**src/hdl/spu_pkg.sv**
```systemverilog
// Shared types, constants and coefficient table for the state-space PID update block.
package spu_pkg;

  localparam int unsigned STATE_SIZE = 6;
  localparam int unsigned IDX_W      = 3;
  localparam logic [IDX_W-1:0] LAST_IDX = IDX_W'(STATE_SIZE - 1);

  localparam int unsigned SMP_W  = 16;   // Q4.12 samples and gains
  localparam int unsigned DATA_W = 32;   // Q8.24 state, integrator, drive
  localparam int unsigned A_W    = 16;   // multiplier operand A
  localparam int unsigned B_W    = 40;   // multiplier operand B (error, derivative)
  localparam int unsigned P_W    = A_W + B_W;
  localparam int unsigned ACC_W  = 58;

  localparam int unsigned SHIFT_STATE = 14;
  localparam int unsigned SHIFT_OUT   = 12;
  localparam logic signed [ACC_W-1:0] BIAS_STATE = ACC_W'(1) << (SHIFT_STATE - 1);
  localparam logic signed [ACC_W-1:0] BIAS_OUT   = ACC_W'(1) << (SHIFT_OUT - 1);

  localparam int unsigned UPC_W = 4;
  typedef logic [UPC_W-1:0] upc_t;
  typedef logic [IDX_W-1:0] idx_t;

  // Program labels
  localparam upc_t UPC_IDLE       = 4'd0;
  localparam upc_t UPC_ROW_FIRST  = 4'd1;
  localparam upc_t UPC_ROW_LOOP   = 4'd2;
  localparam upc_t UPC_ROW_TAIL   = 4'd3;
  localparam upc_t UPC_ROW_WR     = 4'd4;
  localparam upc_t UPC_MEAS_FIRST = 4'd5;
  localparam upc_t UPC_MEAS_LOOP  = 4'd6;
  localparam upc_t UPC_MEAS_TAIL  = 4'd7;
  localparam upc_t UPC_ERR        = 4'd8;
  localparam upc_t UPC_DERIV      = 4'd9;
  localparam upc_t UPC_RATE_ADD   = 4'd10;
  localparam upc_t UPC_INTEG      = 4'd11;
  localparam upc_t UPC_DRV_I      = 4'd12;
  localparam upc_t UPC_DRV_D      = 4'd13;
  localparam upc_t UPC_DRV_ADD    = 4'd14;
  localparam upc_t UPC_DRIVE      = 4'd15;

  typedef enum logic [2:0] {
    MUL_NONE,
    MUL_COEF_STATE,
    MUL_GAIN_SMP,
    MUL_STATE_SMP,
    MUL_RATE_ERR,
    MUL_PGAIN_ERR,
    MUL_IGAIN_INTEG,
    MUL_DGAIN_DERIV
  } mul_sel_e;

  typedef enum logic [1:0] {
    ACC_HOLD,
    ACC_BIAS_STATE,
    ACC_BIAS_OUT,
    ACC_ADD
  } acc_op_e;

  typedef enum logic [2:0] {
    WR_NONE,
    WR_LOAD,
    WR_NXT,
    WR_ERR,
    WR_DERIV,
    WR_INTEG,
    WR_DRIVE
  } wr_e;

  typedef enum logic [1:0] {
    CNT_HOLD,
    CNT_CLEAR,
    CNT_INC
  } cnt_op_e;

  typedef enum logic [2:0] {
    JMP_NEXT,
    JMP_J_LOOP,
    JMP_I_LOOP,
    JMP_WAIT_IN,
    JMP_WAIT_OUT
  } jmp_e;

  typedef enum logic [2:0] {
    CFG_SETPOINT,
    CFG_PROP_GAIN,
    CFG_INTEG_GAIN,
    CFG_DERIV_GAIN,
    CFG_INTEG_RATE,
    CFG_INPUT_GAIN
  } cfg_idx_e;

  typedef struct packed {
    mul_sel_e mul;
    acc_op_e  acc;
    wr_e      wr;
    cnt_op_e  i_op;
    cnt_op_e  j_op;
    jmp_e     jmp;
    upc_t     target;
  } ucode_t;

  // Control handed from the sequencer to the datapath each cycle
  typedef struct packed {
    mul_sel_e mul;
    acc_op_e  acc;
    wr_e      wr;
    idx_t     i;
    idx_t     j;
  } ctrl_t;

  typedef struct packed {
    logic signed [DATA_W-1:0] setpoint;
    logic signed [SMP_W-1:0]  prop_gain;
    logic signed [SMP_W-1:0]  integ_gain;
    logic signed [SMP_W-1:0]  deriv_gain;
    logic signed [SMP_W-1:0]  integ_rate;
    logic signed [SMP_W-1:0]  input_gain;
  } cfg_t;

  typedef struct packed {
    logic signed [DATA_W-1:0] val;
    logic                     clip;
  } sat_t;

  localparam logic signed [DATA_W-1:0] RST_SETPOINT   = 32'sd8388608;
  localparam logic signed [SMP_W-1:0]  RST_PROP_GAIN  = 16'sd8192;
  localparam logic signed [SMP_W-1:0]  RST_INTEG_GAIN = 16'sd410;
  localparam logic signed [SMP_W-1:0]  RST_DERIV_GAIN = 16'sd205;
  localparam logic signed [SMP_W-1:0]  RST_INTEG_RATE = 16'sd41;
  localparam logic signed [SMP_W-1:0]  RST_INPUT_GAIN = 16'sd82;

  // Transition matrix, Q2.14
  localparam logic signed [A_W-1:0] COEF [STATE_SIZE][STATE_SIZE] = '{
    '{16'sd16056, 16'sd164,   16'sd0,     16'sd328,   16'sd0,     16'sd164},
    '{16'sd0,     16'sd15892, 16'sd492,   16'sd0,     16'sd164,   16'sd0},
    '{16'sd164,   16'sd0,     16'sd15729, 16'sd328,   16'sd0,     16'sd328},
    '{16'sd0,     16'sd328,   16'sd0,     16'sd15565, 16'sd492,   16'sd0},
    '{16'sd328,   16'sd0,     16'sd164,   16'sd0,     16'sd15892, 16'sd164},
    '{16'sd0,     16'sd164,   16'sd0,     16'sd492,   16'sd0,     16'sd15729}
  };

endpackage

```
**src/hdl/spu_seq.sv**
```systemverilog
// Microcode sequencer: program ROM, program counter and row/column counters.
module spu_seq (
  input  logic           clk_i,
  input  logic           rst_ni,
  input  logic           in_valid_i,
  input  logic           out_busy_i,
  output logic           idle_o,
  output spu_pkg::ctrl_t ctrl_o
);
  import spu_pkg::*;

  upc_t   upc_q, upc_d;
  idx_t   i_q, i_d;
  idx_t   j_q, j_d;
  ucode_t word;
  logic   wait_hit;

  function automatic ucode_t rom(input upc_t pc);
    ucode_t w;
    w = '{mul: MUL_NONE, acc: ACC_HOLD, wr: WR_NONE, i_op: CNT_HOLD, j_op: CNT_HOLD,
          jmp: JMP_NEXT, target: UPC_IDLE};
    unique case (pc)
      UPC_IDLE: begin
        w.wr = WR_LOAD; w.i_op = CNT_CLEAR; w.j_op = CNT_CLEAR;
        w.jmp = JMP_WAIT_IN; w.target = UPC_ROW_FIRST;
      end
      UPC_ROW_FIRST: begin
        w.mul = MUL_COEF_STATE; w.acc = ACC_BIAS_STATE; w.j_op = CNT_INC;
      end
      UPC_ROW_LOOP: begin
        w.mul = MUL_COEF_STATE; w.acc = ACC_ADD; w.j_op = CNT_INC;
        w.jmp = JMP_J_LOOP; w.target = UPC_ROW_LOOP;
      end
      UPC_ROW_TAIL: begin
        w.mul = MUL_GAIN_SMP; w.acc = ACC_ADD; w.j_op = CNT_CLEAR;
      end
      UPC_ROW_WR: begin
        w.wr = WR_NXT; w.i_op = CNT_INC; w.jmp = JMP_I_LOOP; w.target = UPC_ROW_FIRST;
      end
      UPC_MEAS_FIRST: begin
        w.mul = MUL_STATE_SMP; w.acc = ACC_BIAS_OUT; w.j_op = CNT_INC;
      end
      UPC_MEAS_LOOP: begin
        w.mul = MUL_STATE_SMP; w.acc = ACC_ADD; w.j_op = CNT_INC;
        w.jmp = JMP_J_LOOP; w.target = UPC_MEAS_LOOP;
      end
      UPC_MEAS_TAIL: begin
        w.acc = ACC_ADD; w.j_op = CNT_CLEAR;
      end
      UPC_ERR: begin
        w.wr = WR_ERR;
      end
      UPC_DERIV: begin
        w.mul = MUL_RATE_ERR; w.acc = ACC_BIAS_OUT; w.wr = WR_DERIV;
      end
      UPC_RATE_ADD: begin
        w.acc = ACC_ADD;
      end
      UPC_INTEG: begin
        w.mul = MUL_PGAIN_ERR; w.acc = ACC_BIAS_OUT; w.wr = WR_INTEG;
      end
      UPC_DRV_I: begin
        w.mul = MUL_IGAIN_INTEG; w.acc = ACC_ADD;
      end
      UPC_DRV_D: begin
        w.mul = MUL_DGAIN_DERIV; w.acc = ACC_ADD;
      end
      UPC_DRV_ADD: begin
        w.acc = ACC_ADD;
      end
      UPC_DRIVE: begin
        w.wr = WR_DRIVE; w.jmp = JMP_WAIT_OUT; w.target = UPC_IDLE;
      end
      default: ;
    endcase
    return w;
  endfunction

  assign word     = rom(upc_q);
  assign wait_hit = ((word.jmp == JMP_WAIT_IN) && !in_valid_i) ||
                    ((word.jmp == JMP_WAIT_OUT) && out_busy_i);
  assign idle_o   = (upc_q == UPC_IDLE);

  always_comb begin
    upc_d = upc_q;
    i_d   = i_q;
    j_d   = j_q;
    ctrl_o = '{mul: MUL_NONE, acc: ACC_HOLD, wr: WR_NONE, i: i_q, j: j_q};
    if (!wait_hit) begin
      ctrl_o.mul = word.mul;
      ctrl_o.acc = word.acc;
      ctrl_o.wr  = word.wr;
      unique case (word.jmp)
        JMP_J_LOOP:   upc_d = (j_q != LAST_IDX) ? word.target : upc_q + 1'b1;
        JMP_I_LOOP:   upc_d = (i_q != LAST_IDX) ? word.target : upc_q + 1'b1;
        JMP_WAIT_IN,
        JMP_WAIT_OUT: upc_d = word.target;
        default:      upc_d = upc_q + 1'b1;
      endcase
      unique case (word.i_op)
        CNT_CLEAR: i_d = '0;
        CNT_INC:   i_d = i_q + 1'b1;
        default:   i_d = i_q;
      endcase
      unique case (word.j_op)
        CNT_CLEAR: j_d = '0;
        CNT_INC:   j_d = j_q + 1'b1;
        default:   j_d = j_q;
      endcase
    end
  end

  always_ff @(posedge clk_i or negedge rst_ni) begin
    if (!rst_ni) begin
      upc_q <= UPC_IDLE;
      i_q   <= '0;
      j_q   <= '0;
    end else begin
      upc_q <= upc_d;
      i_q   <= i_d;
      j_q   <= j_d;
    end
  end

  a_idle_holds: assert property (@(posedge clk_i) disable iff (!rst_ni)
    (upc_q == UPC_IDLE && !in_valid_i) |=> (upc_q == UPC_IDLE))
    else $error("sequencer left idle without an input");

  a_row_index: assert property (@(posedge clk_i) disable iff (!rst_ni)
    (upc_q == UPC_ROW_WR) |-> (i_q <= LAST_IDX))
    else $error("row index out of range at state write");

  a_col_index: assert property (@(posedge clk_i) disable iff (!rst_ni)
    (upc_q == UPC_ROW_LOOP || upc_q == UPC_MEAS_LOOP) |-> (j_q != '0 && j_q <= LAST_IDX))
    else $error("column index out of range in inner loop");

  a_row_start: assert property (@(posedge clk_i) disable iff (!rst_ni)
    (upc_q == UPC_ROW_FIRST || upc_q == UPC_MEAS_FIRST) |-> (j_q == '0))
    else $error("column index not cleared at loop start");

endmodule

```
**src/hdl/spu_dp.sv**
```systemverilog
// Datapath: shared multiply-accumulate unit, state, integrator and result register.
module spu_dp (
  input  logic                                   clk_i,
  input  logic                                   rst_ni,
  input  spu_pkg::ctrl_t                         ctrl_i,
  input  spu_pkg::cfg_t                          cfg_i,
  input  logic signed [spu_pkg::SMP_W-1:0]       sample_i [spu_pkg::STATE_SIZE],
  input  logic                                   out_stall_i,
  output logic                                   out_valid_o,
  output logic signed [spu_pkg::DATA_W-1:0]      drive_o,
  output logic                                   clipped_o
);
  import spu_pkg::*;

  logic signed [SMP_W-1:0]  smp_q   [STATE_SIZE];
  logic signed [DATA_W-1:0] state_q [STATE_SIZE];
  logic signed [DATA_W-1:0] nxt_q   [STATE_SIZE];
  logic signed [DATA_W-1:0] integ_q;
  logic signed [B_W-1:0]    err_q, deriv_q;
  logic signed [P_W-1:0]    p_q;
  logic signed [ACC_W-1:0]  acc_q, acc_d;
  logic                     clip_q;
  logic signed [DATA_W-1:0] drive_q;
  logic                     clipped_q;
  logic                     out_valid_q;

  logic signed [A_W-1:0]    opa;
  logic signed [B_W-1:0]    opb;
  logic signed [P_W-1:0]    prod;
  logic signed [ACC_W-1:0]  err_full;
  sat_t                     nxt_sat, integ_sat, drive_sat;

  function automatic sat_t sat32(input logic signed [ACC_W-1:0] v);
    sat_t r;
    r.clip = (v[ACC_W-1:DATA_W-1] != {(ACC_W-DATA_W+1){v[ACC_W-1]}});
    if (r.clip) begin
      r.val = v[ACC_W-1] ? {1'b1, {(DATA_W-1){1'b0}}} : {1'b0, {(DATA_W-1){1'b1}}};
    end else begin
      r.val = v[DATA_W-1:0];
    end
    return r;
  endfunction

  always_comb begin
    opa = '0;
    opb = '0;
    unique case (ctrl_i.mul)
      MUL_COEF_STATE: begin
        opa = COEF[ctrl_i.i][ctrl_i.j];
        opb = B_W'(state_q[ctrl_i.j]);
      end
      MUL_GAIN_SMP: begin
        opa = cfg_i.input_gain;
        opb = B_W'(smp_q[ctrl_i.i]);
      end
      MUL_STATE_SMP: begin
        opa = smp_q[ctrl_i.j];
        opb = B_W'(nxt_q[ctrl_i.j]);
      end
      MUL_RATE_ERR: begin
        opa = cfg_i.integ_rate;
        opb = err_q;
      end
      MUL_PGAIN_ERR: begin
        opa = cfg_i.prop_gain;
        opb = err_q;
      end
      MUL_IGAIN_INTEG: begin
        opa = cfg_i.integ_gain;
        opb = B_W'(integ_q);
      end
      MUL_DGAIN_DERIV: begin
        opa = cfg_i.deriv_gain;
        opb = deriv_q;
      end
      default: ;
    endcase
  end

  assign prod = opa * opb;

  always_comb begin
    unique case (ctrl_i.acc)
      ACC_BIAS_STATE: acc_d = BIAS_STATE;
      ACC_BIAS_OUT:   acc_d = BIAS_OUT;
      ACC_ADD:        acc_d = acc_q + ACC_W'(p_q);
      default:        acc_d = acc_q;
    endcase
  end

  // Bias was preloaded, so the arithmetic shift rounds half up
  assign nxt_sat   = sat32((acc_q >>> SHIFT_STATE) + ACC_W'(p_q));
  assign integ_sat = sat32(ACC_W'(integ_q) + (acc_q >>> SHIFT_OUT));
  assign drive_sat = sat32(acc_q >>> SHIFT_OUT);
  assign err_full  = ACC_W'(cfg_i.setpoint) - (acc_q >>> SHIFT_OUT);

  always_ff @(posedge clk_i) begin
    if (ctrl_i.mul != MUL_NONE) begin
      p_q <= prod;
    end
    acc_q <= acc_d;
    unique case (ctrl_i.wr)
      WR_LOAD: begin
        smp_q  <= sample_i;
        clip_q <= 1'b0;
      end
      WR_NXT: begin
        nxt_q[ctrl_i.i] <= nxt_sat.val;
        clip_q          <= clip_q | nxt_sat.clip;
      end
      WR_ERR: begin
        err_q <= err_full[B_W-1:0];
      end
      WR_DERIV: begin
        deriv_q <= err_q - B_W'(nxt_q[0]);
      end
      WR_INTEG: begin
        clip_q <= clip_q | integ_sat.clip;
      end
      WR_DRIVE: begin
        drive_q   <= drive_sat.val;
        clipped_q <= clip_q | drive_sat.clip;
      end
      default: ;
    endcase
  end

  always_ff @(posedge clk_i or negedge rst_ni) begin
    if (!rst_ni) begin
      for (int k = 0; k < STATE_SIZE; k++) begin
        state_q[k] <= '0;
      end
      integ_q     <= '0;
      out_valid_q <= 1'b0;
    end else begin
      if (ctrl_i.wr == WR_DERIV) begin
        state_q <= nxt_q;
      end
      if (ctrl_i.wr == WR_INTEG) begin
        integ_q <= integ_sat.val;
      end
      out_valid_q <= (out_valid_q && out_stall_i) || (ctrl_i.wr == WR_DRIVE);
    end
  end

  assign out_valid_o = out_valid_q;
  assign drive_o     = drive_q;
  assign clipped_o   = clipped_q;

  a_no_overwrite: assert property (@(posedge clk_i) disable iff (!rst_ni)
    (ctrl_i.wr == WR_DRIVE) |-> !(out_valid_q && out_stall_i))
    else $error("result written while previous transaction still pending");

  a_one_writer: assert property (@(posedge clk_i) disable iff (!rst_ni)
    (ctrl_i.wr == WR_LOAD) |-> (ctrl_i.mul == MUL_NONE && ctrl_i.acc == ACC_HOLD))
    else $error("sample load overlaps arithmetic");

endmodule

```
**src/hdl/state_space_pid_update_top.sv**
```systemverilog
// One item in flight: the input is stalled until the sequencer is back in idle.
// Each item is worked through by the single shared 16x40 multiplier, stepping through
// 6x6 matrix terms, 6 injections, 6 measurement terms and 4 gains. A pending result is
// held in the output register; a new one waits only if unread.
// Reset clears the model state, integrator and result valid, and loads the default
// configuration; no clearing pass.
module state_space_pid_update_top (
  input  logic                                clk_i,
  input  logic                                rst_ni,
  input  logic                                in_valid_i,
  output logic                                in_stall_o,
  input  logic signed [spu_pkg::SMP_W-1:0]    sample_0_i,
  input  logic signed [spu_pkg::SMP_W-1:0]    sample_1_i,
  input  logic signed [spu_pkg::SMP_W-1:0]    sample_2_i,
  input  logic signed [spu_pkg::SMP_W-1:0]    sample_3_i,
  input  logic signed [spu_pkg::SMP_W-1:0]    sample_4_i,
  input  logic signed [spu_pkg::SMP_W-1:0]    sample_5_i,
  output logic                                out_valid_o,
  input  logic                                out_stall_i,
  output logic signed [spu_pkg::DATA_W-1:0]   drive_o,
  output logic                                clipped_o,
  input  logic                                cfg_valid_i,
  output logic                                cfg_ready_o,
  input  logic [2:0]                          cfg_index_i,
  input  logic [spu_pkg::DATA_W-1:0]          cfg_data_i
);
  import spu_pkg::*;

  cfg_t                    cfg_q;
  ctrl_t                   ctrl;
  logic                    idle;
  logic signed [SMP_W-1:0] samples [STATE_SIZE];

  assign samples[0] = sample_0_i;
  assign samples[1] = sample_1_i;
  assign samples[2] = sample_2_i;
  assign samples[3] = sample_3_i;
  assign samples[4] = sample_4_i;
  assign samples[5] = sample_5_i;

  assign cfg_ready_o = 1'b1;
  assign in_stall_o  = !idle;

  // Unknown register indexes are dropped
  always_ff @(posedge clk_i or negedge rst_ni) begin
    if (!rst_ni) begin
      cfg_q.setpoint   <= RST_SETPOINT;
      cfg_q.prop_gain  <= RST_PROP_GAIN;
      cfg_q.integ_gain <= RST_INTEG_GAIN;
      cfg_q.deriv_gain <= RST_DERIV_GAIN;
      cfg_q.integ_rate <= RST_INTEG_RATE;
      cfg_q.input_gain <= RST_INPUT_GAIN;
    end else if (cfg_valid_i && cfg_ready_o) begin
      unique case (cfg_idx_e'(cfg_index_i))
        CFG_SETPOINT:   cfg_q.setpoint   <= cfg_data_i;
        CFG_PROP_GAIN:  cfg_q.prop_gain  <= cfg_data_i[SMP_W-1:0];
        CFG_INTEG_GAIN: cfg_q.integ_gain <= cfg_data_i[SMP_W-1:0];
        CFG_DERIV_GAIN: cfg_q.deriv_gain <= cfg_data_i[SMP_W-1:0];
        CFG_INTEG_RATE: cfg_q.integ_rate <= cfg_data_i[SMP_W-1:0];
        CFG_INPUT_GAIN: cfg_q.input_gain <= cfg_data_i[SMP_W-1:0];
        default: ;
      endcase
    end
  end

  spu_seq u_seq (
    .clk_i      (clk_i),
    .rst_ni     (rst_ni),
    .in_valid_i (in_valid_i),
    .out_busy_i (out_valid_o && out_stall_i),
    .idle_o     (idle),
    .ctrl_o     (ctrl)
  );

  spu_dp u_dp (
    .clk_i       (clk_i),
    .rst_ni      (rst_ni),
    .ctrl_i      (ctrl),
    .cfg_i       (cfg_q),
    .sample_i    (samples),
    .out_stall_i (out_stall_i),
    .out_valid_o (out_valid_o),
    .drive_o     (drive_o),
    .clipped_o   (clipped_o)
  );

endmodule
```
**config.mk**
```make
export PLATFORM = sky130hd
export DESIGN_NAME = state_space_pid_update_top
export DESIGN_NICKNAME = d
export VERILOG_FILES = /design/src/hdl/spu_pkg.sv /design/src/hdl/spu_seq.sv /design/src/hdl/spu_dp.sv /design/src/hdl/state_space_pid_update_top.sv
export SDC_FILE = /design/constraint.sdc
export NUM_CORES = 2
export LEC_CHECK = 0
export ABC_AREA = 1
export BUFFER_PORTS_ARGS = -buffer_cell sky130_fd_sc_hd__buf_2
export CAP_MARGIN = 15
export CORE_ASPECT_RATIO = 0.75
export CORE_MARGIN = 2
export CORE_UTILIZATION = 45
export DETAILED_ROUTE_END_ITERATION = 8
export PLACE_DENSITY_LB_ADDON = 0.2
export SETUP_SLACK_MARGIN = 0.2
export SYNTH_ARGS = -nofsm -noshare
export SYNTH_HDL_FRONTEND = slang
export SYNTH_SLANG_ARGS = --single-unit
export TNS_END_PERCENT = 5
```
**constraint.sdc**
```tcl
create_clock -name clk_i -period 10.05 [get_ports clk_i]
set_input_delay 1.005 -clock clk_i [delete_from_list [all_inputs] [get_ports clk_i]]
set_output_delay 1.005 -clock clk_i [all_outputs]
set_load 0.03 [all_outputs]
```
## Word level (Yosys, flattened, before mapping)

Memory sizes are Yosys's and may differ from the RTL's.
Index checks and enable logic that the tools add are counted.

- Register bits after elaboration: 863
- Latch bits: 0
- Bits in writable memories: 0
- ROM bits: 768
- Output and inout bits: 36
- Word-level logic and storage cells: 177
- Memories kept: 1

- $add $sub $neg: 8
- $mul: 1
- Divide/modulo/power cells: 0
- Magnitude comparators: 3
- Equality and inequality tests: 49
- Shift-type cells: 0
- Muxes and demuxes: 42
- Bitwise logic cells: 6
- Reduce and logical (&&, ||, !) cells: 31

Memory list:

| name | depth | width | rd ports | clocked after Yosys merged registers in | wr ports | line | source |
|---|---|---|---|---|---|---|---|
| (no name shown) | 8 | 96 | 1 | 0 | 0 | spu_dp.sv:49 | `opa = COEF[ctrl_i.i][ctrl_i.j];` |

Operators with widths:

| kind | number |
|---|---|
| 32-bit 2-to-1 mux | 11 |
| 40-bit one-hot mux with 6 select lines | 1 |
| 32-bit binary-select mux with 3-bit select | 2 |
| 192-bit bitwise mux | 1 |
| 96-bit 2-to-1 mux | 2 |
| 58-bit one-hot mux with 3 select lines | 1 |
| 16-bit binary-select mux with 3-bit select | 3 |
| 16-bit one-hot mux with 7 select lines | 1 |
| 32-bit demux with 3-bit select | 1 |
| 16-bit 2-to-1 mux | 6 |
| 58-bit by 56-bit adder with 58-bit output | 1 |
| 44-bit by 56-bit adder with 57-bit output | 1 |
| 16-bit by 40-bit multiplier with 56-bit output | 1 |
| 26-bit != test | 2 |
| 32-bit by 46-bit adder with 47-bit output | 1 |
| 32-bit by 40-bit subtractor with 40-bit output | 1 |
| 40-bit by 32-bit subtractor with 40-bit output | 1 |
| 7-bit one-hot mux with 5 select lines | 1 |
| 4-bit equality test, second input constant | 8 |
| 3-bit equality test, second input constant | 10 |
| 3-bit by 2-bit equality test with 1-bit output, second input constant | 8 |
| 3-bit one-hot mux with 7 select lines | 1 |
| 3-bit one-hot mux with 6 select lines | 1 |
| 4-bit by 3-bit equality test with 1-bit output, second input constant | 4 |
| 33 further kinds | 70 |

## Longest topological paths before layout

- Depth in word-level cells: 10
- Gate-level depth with buffers: 48
- Gate-level depth less buffers: 46

## Hierarchy

Synthesis repeated with hierarchy kept, for this count alone.

- Cells, all modules: 9587
- Area total of the unflattened synthesis: 75743.9 um2

Modules (own cells, without submodules):

| module | instances | cells each | area each (um2) | seq. area each (um2) |
|---|---|---|---|---|
| spu_dp | 1 | 8931 | 70211.1 | 21125.3 |
| state_space_pid_update_top | 1 | 500 | 4443.0 | 2825.2 |
| spu_seq | 1 | 156 | 1089.8 | 250.2 |

## Worst setup path after synthesis

No wires, ideal clock.

- Kind: register to register
- Start point: reg u_seq.upc_q[0]
- End point: reg u_dp.p_q[43], data pin
- Arrival time: 7.714 ns
- Required time: 9.798 ns
- Slack: 2.083 ns
- Cell stages (with the launch flop): 43
- Period minus slack after synthesis: 7.967 ns
- Cells stage by stage: dfrtp_1 -> inv_1 -> ha_1 -> nand2_2 -> ha_1 -> inv_1 -> nor3_2 -> nand3_1 -> nand2_2 -> nor2_2 -> nand2_4 -> nor2_2 -> buf_6 -> a22o_1 -> a211oi_2 -> nand3_1 -> buf_2 -> nand2_1 -> [7 not listed] -> fa_1 -> inv_1 -> fa_1 -> inv_1 -> ha_1 -> a21oi_1 -> inv_1 -> a31oi_1 -> a21boi_0 -> inv_1 -> nand2_1 -> nand2_1 -> a21boi_0 -> o21ai_0 -> a21oi_1 -> inv_1 -> nand2_1 -> nand2_1

- Word-level cells in the longest chain between the ends: 10
- Elaborated cells on any way between the ends: 33
- Classes of those cells: 1 x mul; 20 x eq/ne; 5 x mux; 7 x reduce/logical

RTL lines:

| what | line | source |
|---|---|---|
| from (decl) | spu_seq.sv:12 | `upc_t upc_q, upc_d;` |
| from (signal assigned) | spu_seq.sv:119 | `upc_q <= upc_d;` |
| 4-bit equality test, or another cell as far along | spu_seq.sv:22 | `unique case (pc)` |
| 7-bit one-hot mux with 5 select lines | spu_seq.sv:22 |  |
| 3-bit by 2-bit equality test with 1-bit output or 3-bit equality test (tied branches) | spu_seq.sv:80, spu_seq.sv:81 |  |
| 1-bit logical AND, on equally long branches | spu_seq.sv:80, spu_seq.sv:81 |  |
| 1-bit logical OR | spu_seq.sv:80 | `assign wait_hit = ((word.jmp == JMP_WAIT_IN) && !in_valid_i) \|\|` |
| 8-bit 2-to-1 mux (*) | spu_seq.sv:89 | `if (!wait_hit) begin` |
| 3-bit equality test | spu_dp.sv:47 | `unique case (ctrl_i.mul)` |
| 2-bit OR reduction (no line) | n/a |  |
| 40-bit one-hot mux with 6 select lines | spu_dp.sv:47 |  |
| 16-bit by 40-bit multiplier with 56-bit output (*) | spu_dp.sv:80 | `assign prod = opa * opb;` |
| named net u_dp.prod[43] | spu_dp.sv:29 | `logic signed [P_W-1:0] prod;` |
| to (signal assigned) | spu_dp.sv:99 | `p_q <= prod;` |
| to (decl) | spu_dp.sv:20 | `logic signed [P_W-1:0] p_q;` |

Mark *: on every way through the listed nets, which the timed path passes. The rest lies on a longest branch.
A chain may end at the register's enable or synchronous reset.

## Worst setup path after layout

- Start point: reg u_seq.upc_q[0]
- End point: reg u_dp.p_q[55], data pin

The elaborated chain is that of the path after synthesis.

==> qor.txt <==
Max stage delay on crit path: 0.56 ns
Fmax: 105 MHz
Mapped cell area: 76,400 µm²
Setup CP Type: flop to flop
Die Area: 173,000 µm²
Clock net sink count: 863
Hold-fix buffers, CTS: 0
Register area share after synthesis: 31.7%
Final period utilization: 94.8%
Slowest CP cell: fa_1
GR Overflow Total: 0
DRT antenna net count: 0
Clock latency on the worst-skew pair: 0.75 ns
Mapped Nets: 10,661
WL final: 291 mm
Ys async rst share: 40.2%
Seq cells post-synth: 863
All-Layer GR Usage: 33.4%
HPWL after detailed placement: 233 mm
Final-report hold violation count: 0
Clock Skew: 0.0484 ns
Critical path's top delay family: adder cells
Fraction of layout cells with a size suffix above 1: 7.92%
Max clock buf depth: 3
Mapped Cells: 9,535
Ys flop type: edfxtp_1
IO Pins: 172
PwrDens: 95.9 nW/µm²
Crit path time final: 9.53 ns
Cell variety after synth: 72
Hold WS: 0.299 ns
Number of port buffers: 170
Initial antenna violation count: 21
Total iterations of the first detailed-routing run: 6
Clock buffer count from CTS: 92
Via count: 67,476
Number of synthesis warnings: 0
Rows: 130
CP Launch Type: flop
Die H: 361 µm
Layout Nets: 10,807
Final Total Pwr: 8.02 mW
CORE AREA: 168,000 µm²
Vias in the first global route: 64,860
Initial core utilization: 45.5%
RSZ-0062 raised after global routing: yes
Average size of a mapped cell: 8.01 µm²
Initial DRC count: 8,726
HP Class: input pin to async pin
Clock root buffer: clkbuf_16
Die Wd: 480 µm
Via density per instance: 5.62
Least-Margin Pin Slew: 1.23 ns
Placer Congestion: 1.04
Drt wl/cell: 24.2 µm
Clock-pin slew on the worst setup and hold paths: 0.07 ns
Slew Viols, Final: 0
Worst path required time: 10.53 ns
Area growth, synth to finish: 9.52%
DRC errors left: 0
Crit path DAT: 10.01 ns
CTS tree: yes
Final TNS setup: 0 ns
Fillers: 16,369
Max-Cap Viols: 0
Post-synth EDFFs: 516
CP endpoint kind: flop
Status: complete, no violations
Pleak: 42.5 nW
Crit Path Max Fanout: 19
Peak VDD IR: 0.000134 V
Largest net degree at the start of global routing: 209
First-pass GRT wire length: 430 mm
Worst-case headroom to the max-slew limit: 17.3%
# setup viols final: 0
H-Tree Depth: 3
WP buf/inv: 11
cell type report:
class,instances,area [µm²],area share [%]
timing repair buffer,370,2560,3.06
inverter,1967,7400,8.84
sequential,863,24200,28.9
clock inverter,59,719,0.860
multi-input combinational,6387,43500,52.0
tap,2244,2810,3.36
clock buffer,114,2410,2.89
antenna,6,15.0,0.0179
cells by family after synthesis:
group | after synthesis | share of synthesized area (%)
flops | 863 | 31.7
buf+inv | 2285 | 11.6
compound gates | 1525 | 11.8
mux | 84 | 1.24
simple gates | 3566 | 19.0
xor+xnor | 221 | 2.53
fa+ha+maj | 990 | 22.1
other cells | 1 | 0.00491
cells in the mapped netlist, types with 17 or more instances:
cell type / instances / area share (%)
a31oi_1: 78 / 0.64
o21bai_1: 18 / 0.18
nand3_1: 276 / 1.8
buf_2: 137 / 0.90
xnor2_1: 103 / 1.2
ha_1: 387 / 6.3
a21o_1: 17 / 0.17
nor2_1: 587 / 2.9
xor2_1: 118 / 1.4
a21oi_1: 525 / 3.4
o221ai_1: 87 / 1.0
nand4_1: 80 / 0.66
dfrtp_1: 329 / 11
o21ai_1: 19 / 0.12
nor3_1: 72 / 0.47
o211ai_1: 29 / 0.29
a22oi_1: 18 / 0.18
nand2_1: 2436 / 12
fa_1: 603 / 16
o21a_1: 50 / 0.49
inv_1: 1949 / 9.6
a221oi_1: 57 / 0.65
clkbuf_1: 140 / 0.69
o22ai_1: 31 / 0.25
o21ai_0: 514 / 3.4
mux2_2: 84 / 1.2
dfstp_2: 18 / 0.62
edfxtp_1: 516 / 20
nor4_1: 17 / 0.14
metrics by stage:
step | instance area, µm² | worst slack, ns | util (%) | instances
finish | 83700 | 0.523 | 49.8 | 12010
global route | 83700 | 0.133 | 49.8 | 12006
CTS | 83400 | 0.213 | 49.7 | 11994
detailed placement | 80300 | 0.0623 | 47.8 | 11821
global placement | 80300 | 0.113 | 47.8 | 11819
floorplan | 76400 | 2.08 | - | 9535
per-layer routing:
metal	track usage, %	vias up	part of all wire [%]
met5	0	-	0.029
met4	8.64	12	2.9
met3	8.01	389	11
met2	47.3	3287	41
met1	50.7	33245	45
li1	-	30543	-
cell usage in the layout (no fill, tap or decap), types with 184 or more instances in the layout:
cell type / netlist / layout
a21oi_1: 525 / 524
buf_4: 15 / 184
dfrtp_1: 329 / 326
edfxtp_1: 516 / 516
fa_1: 603 / 602
ha_1: 387 / 387
inv_1: 1949 / 1944
nand2_1: 2436 / 2432
nand3_1: 276 / 269
nor2_1: 587 / 577
o21ai_0: 514 / 510
worst paths after layout:
check / cells past startpoint / endpoint / slack [ns] / start
min reg2reg: 2 / u_dp.state_q[115] / 0.48 / u_dp.nxt_q[115]
max in group asynchronous: 2 / cfg_q[44] / 8.11 / rst_ni
min: 1 / u_dp.state_q[86] / 0.30 / rst_ni
max: 37 / u_dp.p_q[55] / 0.52 / u_seq.upc_q[0]
max reg2reg: 37 / u_dp.p_q[55] / 0.52 / u_seq.upc_q[0]
min in group clk_i: 1 / u_dp.smp_q[2] / 0.43 / sample_5_i[2]
power breakdown:
part	total, mW	switching, mW	internal (mW)
registers	3.93	0.0715	3.85
clock network	3.61	1.63	1.98
logic	0.491	0.321	0.170
flip-flops by register name, indices dropped and copies added, names as in the netlist, 40 cells and up:
name and flops:
cfg_q 112, u_dp.acc_q 58, u_dp.deriv_q 40, u_dp.err_q 40, u_dp.nxt_q 192, u_dp.p_q 56
u_dp.smp_q 96, u_dp.state_q 192
what timing repair did:
action	in CTS	in global routing
cloned	0	0
resized for setup	4	23
pin swaps	0	6
setup buffers	0	8
setup endpoints to repair	5	25
(Power assumes the default switching activity.)
